--- src/hdl/assert_macros.svh ---
// Assertion macros used by the top level of the split work-stealing stack.
`ifndef ASSERT_MACROS_SVH
`define ASSERT_MACROS_SVH

// Property must hold at every clock edge outside reset.
`define SWS_ASSERT(name, clk, rst, prop, msg) \
  name: assert property (@(posedge clk) disable iff (rst) (prop)) else $error(msg);

// Condition must never be seen at a clock edge outside reset.
`define SWS_NEVER(name, clk, rst, prop, msg) \
  `SWS_ASSERT(name, clk, rst, !(prop), msg)

`endif

--- src/hdl/sws_pkg.sv ---
// Types and constants of the split work-stealing stack.
package sws_pkg;

  localparam int DEPTH_DEF     = 1024;
  localparam int MAX_CHUNK_DEF = 64;
  localparam int WORD_W        = 64;
  localparam int AMOUNT_W      = 7;
  localparam int COUNT_W       = 11;
  localparam logic [COUNT_W-1:0] LIMIT_RESET = 11'd1024;

  typedef enum logic [2:0] {
    MODE_PUSH    = 3'd0,
    MODE_PEEK    = 3'd1,
    MODE_POP     = 3'd2,
    MODE_RELEASE = 3'd3,
    MODE_ACQUIRE = 3'd4,
    MODE_STEAL   = 3'd5,
    MODE_CLEAR   = 3'd6,
    MODE_NOP     = 3'd7
  } mode_t;

  typedef enum logic [1:0] {
    ST_OK       = 2'd0,
    ST_OVERFLOW = 2'd1,
    ST_EMPTY    = 2'd2,
    ST_SHORT    = 2'd3
  } status_t;

  typedef struct packed {
    mode_t                mode;
    logic [WORD_W-1:0]    entry_in;
    logic [AMOUNT_W-1:0]  amount;
  } cmd_t;

  typedef struct packed {
    logic [WORD_W-1:0]    entry_out;
    status_t              status;
    logic [AMOUNT_W-1:0]  granted;
    logic [COUNT_W-1:0]   local_depth;
    logic [COUNT_W-1:0]   shared_avail;
    logic [COUNT_W-1:0]   peak_depth;
    logic                 last;
  } result_t;

endpackage

--- src/hdl/sws_ctrl.sv ---
// Boundary registers, operation decode and steal sequencer of the stack.
module sws_ctrl #(
  parameter int DEPTH     = sws_pkg::DEPTH_DEF,
  parameter int MAX_CHUNK = sws_pkg::MAX_CHUNK_DEF,
  localparam int AW = $clog2(DEPTH),
  localparam int PW = $clog2(DEPTH + 1)
) (
  input  logic                          clk,
  input  logic                          rst,
  input  logic                          start,
  input  sws_pkg::cmd_t                 cmd,
  input  logic                          limit_we,
  input  logic [sws_pkg::COUNT_W-1:0]   limit_data,
  input  logic [sws_pkg::WORD_W-1:0]    rd_data,
  output logic                          busy,
  output logic                          ram_we,
  output logic                          ram_re,
  output logic [AW-1:0]                 ram_addr,
  output logic [sws_pkg::WORD_W-1:0]    ram_wdata,
  output sws_pkg::result_t              result,
  output logic                          strobe
);

  localparam int CW = (PW > sws_pkg::AMOUNT_W) ? PW : sws_pkg::AMOUNT_W;
  localparam int LW = (PW > sws_pkg::COUNT_W) ? PW : sws_pkg::COUNT_W;

  typedef enum logic {S_IDLE, S_STEAL} state_t;

  state_t                          state, state_next;
  logic [PW-1:0]                   top_idx, top_idx_next;
  logic [PW-1:0]                   local_start, local_start_next;
  logic [PW-1:0]                   shared_start, shared_start_next;
  logic [PW-1:0]                   peak_top, peak_top_next;
  logic [sws_pkg::COUNT_W-1:0]     stack_limit;
  logic [PW-1:0]                   steal_addr, steal_addr_next;
  logic [sws_pkg::AMOUNT_W-1:0]    steal_left, steal_left_next;
  logic [sws_pkg::AMOUNT_W-1:0]    steal_k, steal_k_next;
  logic                            strobe_next;
  logic                            from_mem, from_mem_next;
  sws_pkg::status_t                res_status, res_status_next;
  logic [sws_pkg::AMOUNT_W-1:0]    res_granted, res_granted_next;
  logic                            res_last, res_last_next;

  logic                            accept;
  logic [PW-1:0]                   local_depth, shared_avail, top_inc, top_dec;
  logic [LW-1:0]                   limit_eff;
  logic [CW-1:0]                   k_ext;
  logic                            full, empty, chunk_bad;

  assign accept       = start && (state == S_IDLE);
  assign busy         = (state != S_IDLE);
  assign local_depth  = top_idx - local_start;
  assign shared_avail = local_start - shared_start;
  assign top_inc      = top_idx + PW'(1);
  assign top_dec      = top_idx - PW'(1);
  assign limit_eff    = (LW'(stack_limit) > LW'(DEPTH)) ? LW'(DEPTH) : LW'(stack_limit);
  assign full         = LW'(top_idx) >= limit_eff;
  assign empty        = top_idx <= local_start;
  assign k_ext        = CW'(cmd.amount);
  assign chunk_bad    = cmd.amount > sws_pkg::AMOUNT_W'(MAX_CHUNK);
  assign ram_wdata    = cmd.entry_in;

  always_comb begin
    state_next        = state;
    top_idx_next      = top_idx;
    local_start_next  = local_start;
    shared_start_next = shared_start;
    peak_top_next     = peak_top;
    steal_addr_next   = steal_addr;
    steal_left_next   = steal_left;
    steal_k_next      = steal_k;
    strobe_next       = 1'b0;
    from_mem_next     = 1'b0;
    res_status_next   = sws_pkg::ST_OK;
    res_granted_next  = '0;
    res_last_next     = 1'b1;
    ram_we            = 1'b0;
    ram_re            = 1'b0;
    ram_addr          = top_idx[AW-1:0];

    case (state)
      S_IDLE: begin
        if (accept) begin
          strobe_next = 1'b1;
          case (cmd.mode)
            sws_pkg::MODE_PUSH: begin
              if (full) begin
                res_status_next = sws_pkg::ST_OVERFLOW;
              end else begin
                ram_we       = 1'b1;
                top_idx_next = top_inc;
                if (top_inc > peak_top) begin
                  peak_top_next = top_inc;
                end
              end
            end
            sws_pkg::MODE_PEEK: begin
              if (empty) begin
                res_status_next = sws_pkg::ST_EMPTY;
              end else begin
                ram_re        = 1'b1;
                ram_addr      = top_dec[AW-1:0];
                from_mem_next = 1'b1;
              end
            end
            sws_pkg::MODE_POP: begin
              if (empty) begin
                res_status_next = sws_pkg::ST_EMPTY;
              end else begin
                top_idx_next = top_dec;
              end
            end
            sws_pkg::MODE_RELEASE: begin
              if (chunk_bad || (k_ext > CW'(local_depth))) begin
                res_status_next = sws_pkg::ST_SHORT;
              end else begin
                local_start_next = local_start + PW'(cmd.amount);
              end
            end
            sws_pkg::MODE_ACQUIRE: begin
              if (chunk_bad || (k_ext > CW'(shared_avail))) begin
                res_status_next = sws_pkg::ST_SHORT;
              end else begin
                local_start_next = local_start - PW'(cmd.amount);
              end
            end
            sws_pkg::MODE_STEAL: begin
              if ((cmd.amount == '0) || chunk_bad || (k_ext > CW'(shared_avail))) begin
                res_status_next = sws_pkg::ST_SHORT;
              end else begin
                ram_re            = 1'b1;
                ram_addr          = shared_start[AW-1:0];
                from_mem_next     = 1'b1;
                shared_start_next = shared_start + PW'(cmd.amount);
                res_granted_next  = cmd.amount;
                res_last_next     = (cmd.amount == sws_pkg::AMOUNT_W'(1));
                steal_addr_next   = shared_start + PW'(1);
                steal_left_next   = cmd.amount - sws_pkg::AMOUNT_W'(1);
                steal_k_next      = cmd.amount;
                if (cmd.amount != sws_pkg::AMOUNT_W'(1)) begin
                  state_next = S_STEAL;
                end
              end
            end
            sws_pkg::MODE_CLEAR: begin
              top_idx_next      = '0;
              local_start_next  = '0;
              shared_start_next = '0;
            end
            default: begin
            end
          endcase
        end
      end
      S_STEAL: begin
        ram_re           = 1'b1;
        ram_addr         = steal_addr[AW-1:0];
        from_mem_next    = 1'b1;
        strobe_next      = 1'b1;
        res_granted_next = steal_k;
        res_last_next    = (steal_left == sws_pkg::AMOUNT_W'(1));
        steal_addr_next  = steal_addr + PW'(1);
        steal_left_next  = steal_left - sws_pkg::AMOUNT_W'(1);
        if (steal_left == sws_pkg::AMOUNT_W'(1)) begin
          state_next = S_IDLE;
        end
      end
      default: begin
        state_next = S_IDLE;
      end
    endcase
  end

  always_ff @(posedge clk) begin
    if (rst) begin
      state        <= S_IDLE;
      top_idx      <= '0;
      local_start  <= '0;
      shared_start <= '0;
      peak_top     <= '0;
      stack_limit  <= sws_pkg::LIMIT_RESET;
      strobe       <= 1'b0;
    end else begin
      state        <= state_next;
      top_idx      <= top_idx_next;
      local_start  <= local_start_next;
      shared_start <= shared_start_next;
      peak_top     <= peak_top_next;
      strobe       <= strobe_next;
      if (limit_we) begin
        stack_limit <= limit_data;
      end
    end
    steal_addr  <= steal_addr_next;
    steal_left  <= steal_left_next;
    steal_k     <= steal_k_next;
    from_mem    <= from_mem_next;
    res_status  <= res_status_next;
    res_granted <= res_granted_next;
    res_last    <= res_last_next;
  end

  always_comb begin
    result.entry_out    = from_mem ? rd_data : '0;
    result.status       = res_status;
    result.granted      = res_granted;
    result.local_depth  = sws_pkg::COUNT_W'(local_depth);
    result.shared_avail = sws_pkg::COUNT_W'(shared_avail);
    result.peak_depth   = sws_pkg::COUNT_W'(peak_top);
    result.last         = res_last;
  end

endmodule

--- config.mk ---
export PLATFORM = sky130hd
export DESIGN_NAME = sws_ctrl
export DESIGN_NICKNAME = d
export VERILOG_FILES = /design/src/hdl/assert_macros.svh /design/src/hdl/sws_pkg.sv /design/src/hdl/sws_ctrl.sv
export SDC_FILE = /design/constraint.sdc
export NUM_CORES = 1
export LEC_CHECK = 0
export ABC_AREA = 1
export BUFFER_PORTS_ARGS = -buffer_cell sky130_fd_sc_hd__clkbuf_2
export CAP_MARGIN = 20
export CORE_MARGIN = 2
export CORE_UTILIZATION = 35
export DETAILED_ROUTE_END_ITERATION = 16
export GPL_TIMING_DRIVEN = 0
export PLACE_DENSITY_LB_ADDON = 0.12
export SKIP_CTS_REPAIR_TIMING = 1
export SLEW_MARGIN = 20
export SYNTH_ARGS = -nofsm -noshare
export SYNTH_HDL_FRONTEND = slang
export SYNTH_SLANG_ARGS = --single-unit
--- constraint.sdc ---
create_clock -name clk -period 4.5 [get_ports clk]
set_clock_uncertainty 0.2 [all_clocks]
set_input_delay 0.225 -clock clk [delete_from_list [all_inputs] [get_ports clk]]
set_output_delay 0.225 -clock clk [all_outputs]
set_load 0.03 [all_outputs]
==> results of run 1 <==
## power by group through the flow
stage / clock (mW) / combinational (mW) / sequential, mW
floorplan: 0 / 1.17 / 0.951
global placement: 0 / 1.59 / 0.953
detailed placement: 0 / 1.61 / 0.953
CTS: 0.856 / 1.62 / 0.934
global route: 0.878 / 1.84 / 0.940
finish: 0.829 / 1.65 / 0.935
## kinds of logic (layout without fill, tap and decap cells)
| group | Yosys count | after routing | share of synthesized area, % |
|---|---|---|---|
| AND/OR/NAND/NOR | 622 | 622 | 29.95 |
| buffers and inverters | 337 | 640 | 17.26 |
| AO/OA/AOI/OAI | 195 | 195 | 12.07 |
| flip-flops | 92 | 92 | 23.46 |
| adder cells (fa/ha/maj) | 85 | 85 | 12.32 |
| XOR/XNOR | 49 | 49 | 4.836 |
| multiplexers | 1 | 1 | 0.1128 |
| other | 0 | 1 | 0 |
## per-stage QoR
stage	std cells	utilization [%]	hold slack [ns]
after floorplan	1381	-	0.08744
after detailed placement	1984	42.56	0.2388
after global placement	1984	42.55	0.2305
final	2015	44.76	-0.02543
after CTS	2000	43.80	-0.1274
after global routing	2015	44.76	0.008269
## cells in the final DEF, fill, tap and decap left out, types with 6 or more instances in the layout
| master | instances |
|---|---|
| a21oi_1 | 75 |
| buf_4 | 73 |
| buf_6 | 6 |
| clkbuf_1 | 29 |
| clkbuf_16 | 9 |
| clkbuf_2 | 263 |
| dfxtp_1 | 67 |
| dlygate4sd3_1 | 12 |
| edfxtp_1 | 24 |
| ha_1 | 80 |
| inv_1 | 227 |
| nand2_1 | 336 |
| nand2_2 | 12 |
| nand3_1 | 75 |
| nand4_1 | 34 |
| nor2_1 | 121 |
| nor3_1 | 12 |
| o21ai_0 | 84 |
| o22ai_1 | 7 |
| xnor2_1 | 15 |
| xor2_1 | 33 |
## worst max-delay path by stage
stage                               start            end
final                     shared_start[0]         ram_re
after global routing       local_start[0]    ram_addr[1]
after CTS                  local_start[0]         ram_re
after detailed placement   local_start[0]  steal_left[4]
after global placement     local_start[0]  steal_left[4]
after floorplan            local_start[0]  steal_addr[0]
## area by class of cell
type	count	share of cell area (%)
diodes	1	0.02233
flip-flops and latches	92	18.59
repair buffers	287	13.72
clock buffers	9	2.010
clock inverters	7	0.7592
well taps	330	3.684
inverters	233	7.837
multi-input cells	952	47.43
plain buffers	104	5.951
## routing by layer
metal,GRT usage (%),routed length (µm),vias up
met1,32.58,14990,4461
met2,39.07,14850,339
met4,6.034,573,0
met5,0,0,-
li1,-,-,4954
met3,2.463,1936,29
## state kept, by name, summed over array words and instances (netlist names)
signal / cells
top_idx: 11
res_last: 1
local_start: 11
strobe: 1
steal_left: 7
peak_top: 11
res_granted: 7
res_status: 2
stack_limit: 11
shared_start: 11
steal_addr: 10
busy: 1
from_mem: 1
steal_k: 7
## critical path, cell delays in order, from the launching register on
cell and delay [ns]:
dfxtp_1 0.39, ha_2 0.23, fa_2 0.37, inv_1 0.09, nand2_1 0.06, nand2_1 0.09, nand2_2 0.07, xnor2_2 0.17
inv_1 0.06, ha_1 0.31, nand2_1 0.07, nor2_2 0.10, nand2_1 0.06, nand3_1 0.07, nand2_1 0.05, nand2_1 0.05
nand2_1 0.08, nor2_1 0.13, nand3_2 0.18, buf_6 0.20, nand3_1 0.10, inv_1 0.08, nor2_4 0.13, a21oi_2 0.09
clkbuf_4 0.21
==> results.toml, run 1 <==
[route]
vias = 9783
drc = 0
drt-initial-drc-count = 647
wire_per_inst_um = 16.06
drt_pre_antenna_iters = 5
avgViaCountPerCell = 4.855
ant_nets = 0
routed_wirelength_um = 32360

[setup_path]
reg2reg_from = "top_idx[0]"
criticalPathCategory = "register to output port"
r2r_slack_ns = 0.51
crit_arrival_ns = 3.80
endpoint_kind = "output port"
worstPathMaxFanout = 10
r2r_cells = 25
timing.rr.end = "local_start[3]"
crit_required_ns = 4.07
start_kind = "register"

[job]
cap_violations = 0

[floorplan]
die_x_um = 163.2
rows = 58
die_h_um = 163.2
dieArea_um2 = 26650
initial_core_util_pct = 35.45
coreArea_um2 = 25040
ios = 338

[logic_synthesis]
yosys-top-cells-count = "nand2_1, inv_1, nor2_1"
post_synth_inst_count = 1381
yosysMostFrequentCell = "nand2_1"
synth_enable_flop_cells = 24
yosys.area.top_type = "dfxtp_1"
synth_area_leaders = "dfxtp_1, nand2_1, ha_1"
synth_top_area_share_pct = 15.34
syn_area_um2 = 8875
yosysWarnings = 0
async_flop_share_pct = 0
yosys_most_used_dff = "dfxtp_1"
ys_ff_latch = 92
syn_nets = 1619
synth.distinct_cells = 53
avgSynthCellArea_um2 = 6.426
seq_area_frac_synth_pct = 23.46

[sta]
period_share_pct = 93.95
worst_slack_ns = 0.2722
finalSetupViolCount = 0
fin_tns_setup_ns = 0
fin_hold_ws_ns = -0.02543
drv_slew = 0
worst_pin_slew_ns = 0.7643
grt_setup_unrepaired = "false"
fmax_mhz = 236.5
fin_crit_ns = 4.228
slew-limit-headroom_pct = 49.05
hold_viol_final = 3

[global_route]
grt_overflow = 0
grt_pass1_vias = 8921
antenna_found_initial = 1
grt_max_degree = 19
grt_pass1_wl_um = 48460
grt_use_total_pct = 23.54

[pwr]
power_mw = 3.415
power_density_nw_per_um2 = 304.7
peakVddDrop_mv = 0.2101
comb_power_share_pct = 48.3
swShare_pct = 44.56
leakagePower_nw = 6.374
p_int_mw = 1.893
seqPwrFrac_pct = 27.4
p_switching_mw = 1.522
p_clk_share_pct = 24.3

[finish]
drive_above_1_share_pct = 24.29
nNetsFinal = 1917
areaGrowthSynthToFinish_pct = 26.28
seqCellArea_um2 = 2083
design_area_um2 = 11210
multi_input_area_um2 = 5315
fillCellCount = 2694

[hold_path]
whs_path_depth = 3
hold_path_class = "input port to register"
hold_path_startpoint = "limit_we"
hold-path-endpoint = "stack_limit[2]"

[clock_tree]
cts-root-buf = "clkbuf_16"
h-tree-depth = 3
clockBufferDepth = 2
clock_latency_ns = 0.36
numCtsBuffers = 9
cts.sink_count = 92
clkSlewWorstSetupHoldPaths_ns = 0.07
tritoncts = "done"

[placement]
port_buffers = 273
dp_slack_ns = -0.03390
gp_congestion = 0.9317
dp_hpwl_um = 27100
place_area_um2 = 10660

[run_status]
violations = "hold timing"
status = "complete, but fails checks"
Power figures use the tool's default switching activity.
==> run 2: changes to the inputs <==
--- a/config.mk
+++ b/config.mk
@@ -5,11 +5,12 @@
 export SDC_FILE = /design/constraint.sdc
 export NUM_CORES = 1
 export LEC_CHECK = 0
-export ABC_AREA = 1
 export BUFFER_PORTS_ARGS = -buffer_cell sky130_fd_sc_hd__clkbuf_2
 export CAP_MARGIN = 20
+export CELL_PAD_IN_SITES_DETAIL_PLACEMENT = 0
+export CELL_PAD_IN_SITES_GLOBAL_PLACEMENT = 2
 export CORE_MARGIN = 2
-export CORE_UTILIZATION = 35
+export CORE_UTILIZATION = 27
 export DETAILED_ROUTE_END_ITERATION = 16
 export GPL_TIMING_DRIVEN = 0
 export PLACE_DENSITY_LB_ADDON = 0.12
==> run 2 against run 1 <==
Against the previous run:
- the run ends with hold timing, setup timing left
- routed wire length fell by 2.1%
- area after synthesis down 4.8%
- sequential power fell by 1%
- highest routed layer unchanged
- critical path depth down 5
- critical endpoint is now ram_addr[3]
==> results.toml, run 2 <==
[pwr]
p_switching_mw = 1.492
p_int_mw = 1.904
p_clk_share_pct = 22.0
peakVddDrop_mv = 0.1526
swShare_pct = 43.93
seqPwrFrac_pct = 27.2
power_density_nw_per_um2 = 306.9
leakagePower_nw = 5.149
comb_power_share_pct = 50.8

[logic_synthesis]
synth.distinct_cells = 74
post_synth_inst_count = 1042
ys_ff_latch = 92
syn_area_um2 = 8449
synth_enable_flop_cells = 24
synth_area_leaders = "dfxtp_1, ha_1, edfxtp_1"
syn_nets = 1280
yosysWarnings = 0
seq_area_frac_synth_pct = 24.64
avgSynthCellArea_um2 = 8.109
yosys-top-cells-count = "nor2_1, ha_1, and2_1"
async_flop_share_pct = 0
yosys.area.top_type = "dfxtp_1"
synth_top_area_share_pct = 16.11
yosys_most_used_dff = "dfxtp_1"
yosysMostFrequentCell = "nor2_1"

[setup_path]
crit_required_ns = 4.07
crit_arrival_ns = 4.16
worstPathMaxFanout = 4
endpoint_kind = "output port"
criticalPathCategory = "register to output port"
start_kind = "register"

[clock_tree]
h-tree-depth = 3
tritoncts = "done"
clkSlewWorstSetupHoldPaths_ns = 0.08
numCtsBuffers = 9
clock_latency_ns = 0.36
cts.sink_count = 92
clockBufferDepth = 2
cts-root-buf = "clkbuf_16"

[finish]
drive_above_1_share_pct = 32.18
utilization_pct = 36.09
final_common_cell = "clkbuf_2"
design_area_um2 = 11070
final_cell_mix = "clkbuf_2, nor2_1, buf_4, ha_1, and2_1"
nNetsFinal = 1591
areaGrowthSynthToFinish_pct = 30.99
n_antenna_cell = 0

[sta]
grt_setup_unrepaired = "true"
worst_slack_ns = -0.08281
finalSetupViolCount = 8
hold_viol_final = 4
worst_pin_slew_ns = 1.003
slew-limit-headroom_pct = 32.54
fin_hold_ws_ns = -0.01332
period_share_pct = 101.8
drv_slew = 0
fin_crit_ns = 4.583
fmax_mhz = 218.2

[global_route]
grt_overflow = 0
antenna_found_initial = 0
grt_pass1_wl_um = 47360
grt_max_degree = 18
grt_pass1_vias = 7927
grt_use_total_pct = 18.61

[job]
cap_violations = 0

[placement]
dp_hpwl_um = 25900
gp_congestion = 0.8376
place_area_um2 = 10320
port_buffers = 273

[floorplan]
rows = 64
initial_core_util_pct = 27.55
die_h_um = 180.9
ios = 338
dieArea_um2 = 32720
coreArea_um2 = 30670
die_x_um = 180.9

[route]
drc = 0
drt-initial-drc-count = 527
routed_wirelength_um = 31670
ant_nets = 0
vias = 8479
avgViaCountPerCell = 4.834
wire_per_inst_um = 18.05
drt_pre_antenna_iters = 5

[run_status]
status = "complete, but fails checks"
violations = "hold timing, setup timing"

[hold_path]
hold_path_class = "input port to register"
[run 2: kinds of logic (layout without fill, tap and decap cells)]
| group | Yosys count | count (layout) | synth area share, % |
|---|---|---|---|
| compound gates | 243 | 243 | 20.51 |
| xor+xnor | 61 | 61 | 6.323 |
| fa+ha+maj | 85 | 85 | 12.94 |
| buf+inv | 178 | 494 | 10.96 |
| flops | 92 | 92 | 24.64 |
| mux | 23 | 23 | 2.725 |
| simple gates | 360 | 360 | 21.90 |
[run 2: metrics by stage]
stage	setup TNS, ns	std cells	worst slack (ns)	total power, mW
final	-0.3256	1754	-0.08281	3.397
after global routing	-2.098	1754	-0.2460	3.603
after CTS	-23.11	1727	-0.9955	3.310
after detailed placement	-16.90	1711	-0.5930	2.551
after global placement	-18.35	1711	-0.6538	2.558
after floorplan	0	1042	0.01264	2.084
[run 2: final timing paths]
path                       start             end  slack (ns)  depth (start not counted)
setup / recovery  local_start[0]     ram_addr[3]       -0.08                         19
hold / removal          limit_we  stack_limit[1]       -0.01                          3
setup reg to reg      top_idx[0]  local_start[2]        0.18                         17
hold reg to reg   local_start[0]  local_start[0]        0.27                          2
[run 2: area by class of cell]
| cell class | instances | area, µm² |
|---|---|---|
| fill | 3284 | 19600 |
| multi-input combinational | 772 | 5625 |
| sequential | 92 | 2095 |
| timing repair buffer | 300 | 1644 |
| buffer | 117 | 705.7 |
| tap | 396 | 495.5 |
| inverter | 61 | 232.7 |
| clock buffer | 10 | 229.0 |
| clock inverter | 6 | 41.29 |
[run 2: layer usage]
layer / global-route usage (%) / part of all wire [%] / up-vias / wire length, µm
li1: - / - / 4269 / -
met1: 23.95 / 44 / 3927 / 13940
met2: 33.22 / 50 / 266 / 15850
met3: 2.520 / 4.9 / 17 / 1553
met4: 3.516 / 1.0 / 0 / 332
met5: 0 / 0 / - / 0
[run 2: worst max-delay path, cell delays in order, from the launching register on]
cell and delay, ns:
dfxtp_2 0.35, inv_2 0.06, ha_4 0.16, fa_2 0.40, nor2b_4 0.15, o2111ai_2 0.16, nand2_1 0.13, nor2_2 0.05
xnor2_2 0.21, inv_2 0.07, ha_4 0.28, a211oi_2 0.06, o21ai_2 0.06, a21oi_2 0.06, a2111oi_4 0.57, a21boi_2 0.20
buf_4 0.21, mux2i_1 0.11, o21ai_1 0.24, buf_2 0.25
[run 2: power groups by stage]
stage                     logic, mW  clock network (mW)  registers [mW]
after floorplan                1.14                   0           0.944
after global placement         1.61                   0           0.943
after detailed placement       1.61                   0           0.942
after CTS                      1.62               0.771           0.923
after global routing           1.87               0.800           0.929
final                          1.73               0.746           0.924
==> run 3: changes to the inputs <==
--- a/config.mk
+++ b/config.mk
@@ -7,13 +7,11 @@
 export LEC_CHECK = 0
 export BUFFER_PORTS_ARGS = -buffer_cell sky130_fd_sc_hd__clkbuf_2
 export CAP_MARGIN = 20
-export CELL_PAD_IN_SITES_DETAIL_PLACEMENT = 0
-export CELL_PAD_IN_SITES_GLOBAL_PLACEMENT = 2
 export CORE_MARGIN = 2
-export CORE_UTILIZATION = 27
+export CORE_UTILIZATION = 50
 export DETAILED_ROUTE_END_ITERATION = 16
 export GPL_TIMING_DRIVEN = 0
-export PLACE_DENSITY_LB_ADDON = 0.12
+export PLACE_DENSITY = 0.84
 export SKIP_CTS_REPAIR_TIMING = 1
 export SLEW_MARGIN = 20
 export SYNTH_ARGS = -nofsm -noshare
==> run 3 against run 2 <==
Against the previous run:
- the run ends with setup timing left
- fmax grew 1.7%
- combinational power shrank 2%
- sequential share of layout area rose by 0.37 points
- largest power group unchanged
- highest routed layer unchanged
==> results.toml, run 3 (synthesis gave the netlist of run 2 again) <==
[run_status]
status = "complete, but fails checks"
violations = "setup timing"

[pwr]
peakVddDrop_mv = 0.2378
leakagePower_nw = 5.126
power_density_nw_per_um2 = 308.6

[setup_path]
crit_required_ns = 4.07
r2r_slack_ns = 0.18
crit_family = "compound AO/OA/AOI/OAI gates"
criticalPathCategory = "register to output port"
worstPathCellList = "inv_1 > ha_1 > clkbuf_2 > o21a_1 > o31a_1 > a21oi_2 > inv_1 > ha_1 > nand4_1 > o21ai_1 > a21oi_2 > a2111oi_4 > a21boi_2 > buf_4 > a21oi_2 > o21ai_2 > o21ai_1 > buf_4"
crit_arrival_ns = 4.08
r2r_cells = 17
reg2reg_from = "top_idx[0]"
crit_end = "ram_addr[0]"
endpoint_kind = "output port"
path_depth = 18
critPathMaxStageDelay_ns = 0.50
start_kind = "register"
worstPathMaxFanout = 7
timing.critical_path.mode_cell = "a21oi_2"
crit_slowest_cell = "a2111oi_4"
timing.rr.end = "local_start[9]"
crit_start = "shared_start[3]"
worst-path-buf-inv = 5

[sta]
drv_slew = 0
fin_hold_ws_ns = 0.01644
period_share_pct = 100.1
finalSetupViolCount = 1
grt_setup_unrepaired = "true"
hold_viol_final = 0
slew-limit-headroom_pct = 48.91
fmax_mhz = 221.9
worst_pin_slew_ns = 0.7598
fin_tns_setup_ns = -0.006687
fin_crit_ns = 4.507
worst_slack_ns = -0.006687

[hold_path]
hold_path_class = "input port to register"

[placement]
place_area_um2 = 10100
gp_congestion = 0.9594
dp_hpwl_um = 25350
port_buffers = 273
dp_slack_ns = -0.4603

[global_route]
grt_use_total_pct = 32.40
antenna_found_initial = 2
grt_overflow = 0
grt_pass1_vias = 8132
grt_max_degree = 18
grt_pass1_wl_um = 44830

[clock_tree]
cts.sink_count = 92
tritoncts = "done"
clkSlewWorstSetupHoldPaths_ns = 0.08
h-tree-depth = 3
clockBufferDepth = 2
cts-root-buf = "clkbuf_16"
numCtsBuffers = 9
clock_latency_ns = 0.36

[route]
routed_wirelength_um = 30920
drt_pre_antenna_iters = 7
met1_length_um = 13040
dr_wl_met3_um = 2435
drt-initial-drc-count = 687
drc = 0
wire_per_inst_um = 19.57
highest_layer = "met4"
dr_wl_met2_um = 14260
avgViaCountPerCell = 5.706
ant_nets = 0
vias = 9016

[finish]
nNetsFinal = 1591
final_common_cell = "clkbuf_2"
design_area_um2 = 10860
areaGrowthSynthToFinish_pct = 28.58
drive_above_1_share_pct = 32.11
final_cell_mix = "clkbuf_2, nor2_1, buf_4, ha_1, and2_1"

[floorplan]
die_h_um = 134.0
dieArea_um2 = 17950
ios = 338
initial_core_util_pct = 51.13
rows = 47
die_x_um = 134.0
coreArea_um2 = 16520

[job]
cap_violations = 0
==> run 3: layout make-up <==
cell class / count / area, µm²
Antenna cell: 2 / 5.005
Buffer: 117 / 720.7
Clock buffer: 10 / 229.0
Clock inverter: 6 / 47.55
Fill cell: 1402 / 5660
Inverter: 61 / 236.5
Multi-Input combinational cell: 772 / 5602
Sequential cell: 92 / 2096
Tap cell: 220 / 275.3
Timing Repair Buffer: 300 / 1653
==> run 3: through the flow <==
step | instances | utilization [%] | total power, mW
floorplan | 1042 | - | 2.084
global placement | 1535 | 61.13 | 2.489
detailed placement | 1535 | 61.13 | 2.512
CTS | 1551 | 62.81 | 3.241
global route | 1579 | 65.73 | 3.520
finish | 1580 | 65.75 | 3.353
==> run 3: power by group <==
| group | total [mW] | leakage, nW | internal, mW | switching, mW |
|---|---|---|---|---|
| Clock | 0.736 | 0.122 | 0.379 | 0.357 |
| Combinational | 1.69 | 4.23 | 0.628 | 1.06 |
| Sequential | 0.924 | 0.775 | 0.885 | 0.0382 |
| Total | 3.35 | 5.13 | 1.89 | 1.46 |
==> run 3: worst register-to-register path: cells and delay by family (launching register included) <==
family | cells | cell delay (ns)
simple gates | 3 | 1.01
compound gates | 6 | 1.05
xor+xnor | 1 | 0.22
fa+ha+maj | 3 | 0.89
flops | 1 | 0.40
buf+inv | 4 | 0.45
==> run 3: worst min-delay path by stage <==
stage | cells past startpoint | from | end
after floorplan | 0 | cmd[0] | steal_k[0]
after global placement | 3 | limit_data[10] | stack_limit[10]
after detailed placement | 1 | steal_k[5] | res_granted[5]
after CTS | 3 | limit_data[10] | stack_limit[10]
after global routing | 1 | cmd[5] | steal_k[5]
final | 3 | rst | shared_start[7]
==> run 3: layer usage <==
metal / up-vias / global-route usage [%]
met3: 59 / 5.820
met1: 4251 / 43.25
met5: - / 0
met2: 438 / 52.59
li1: 4268 / -
met4: 0 / 11.70
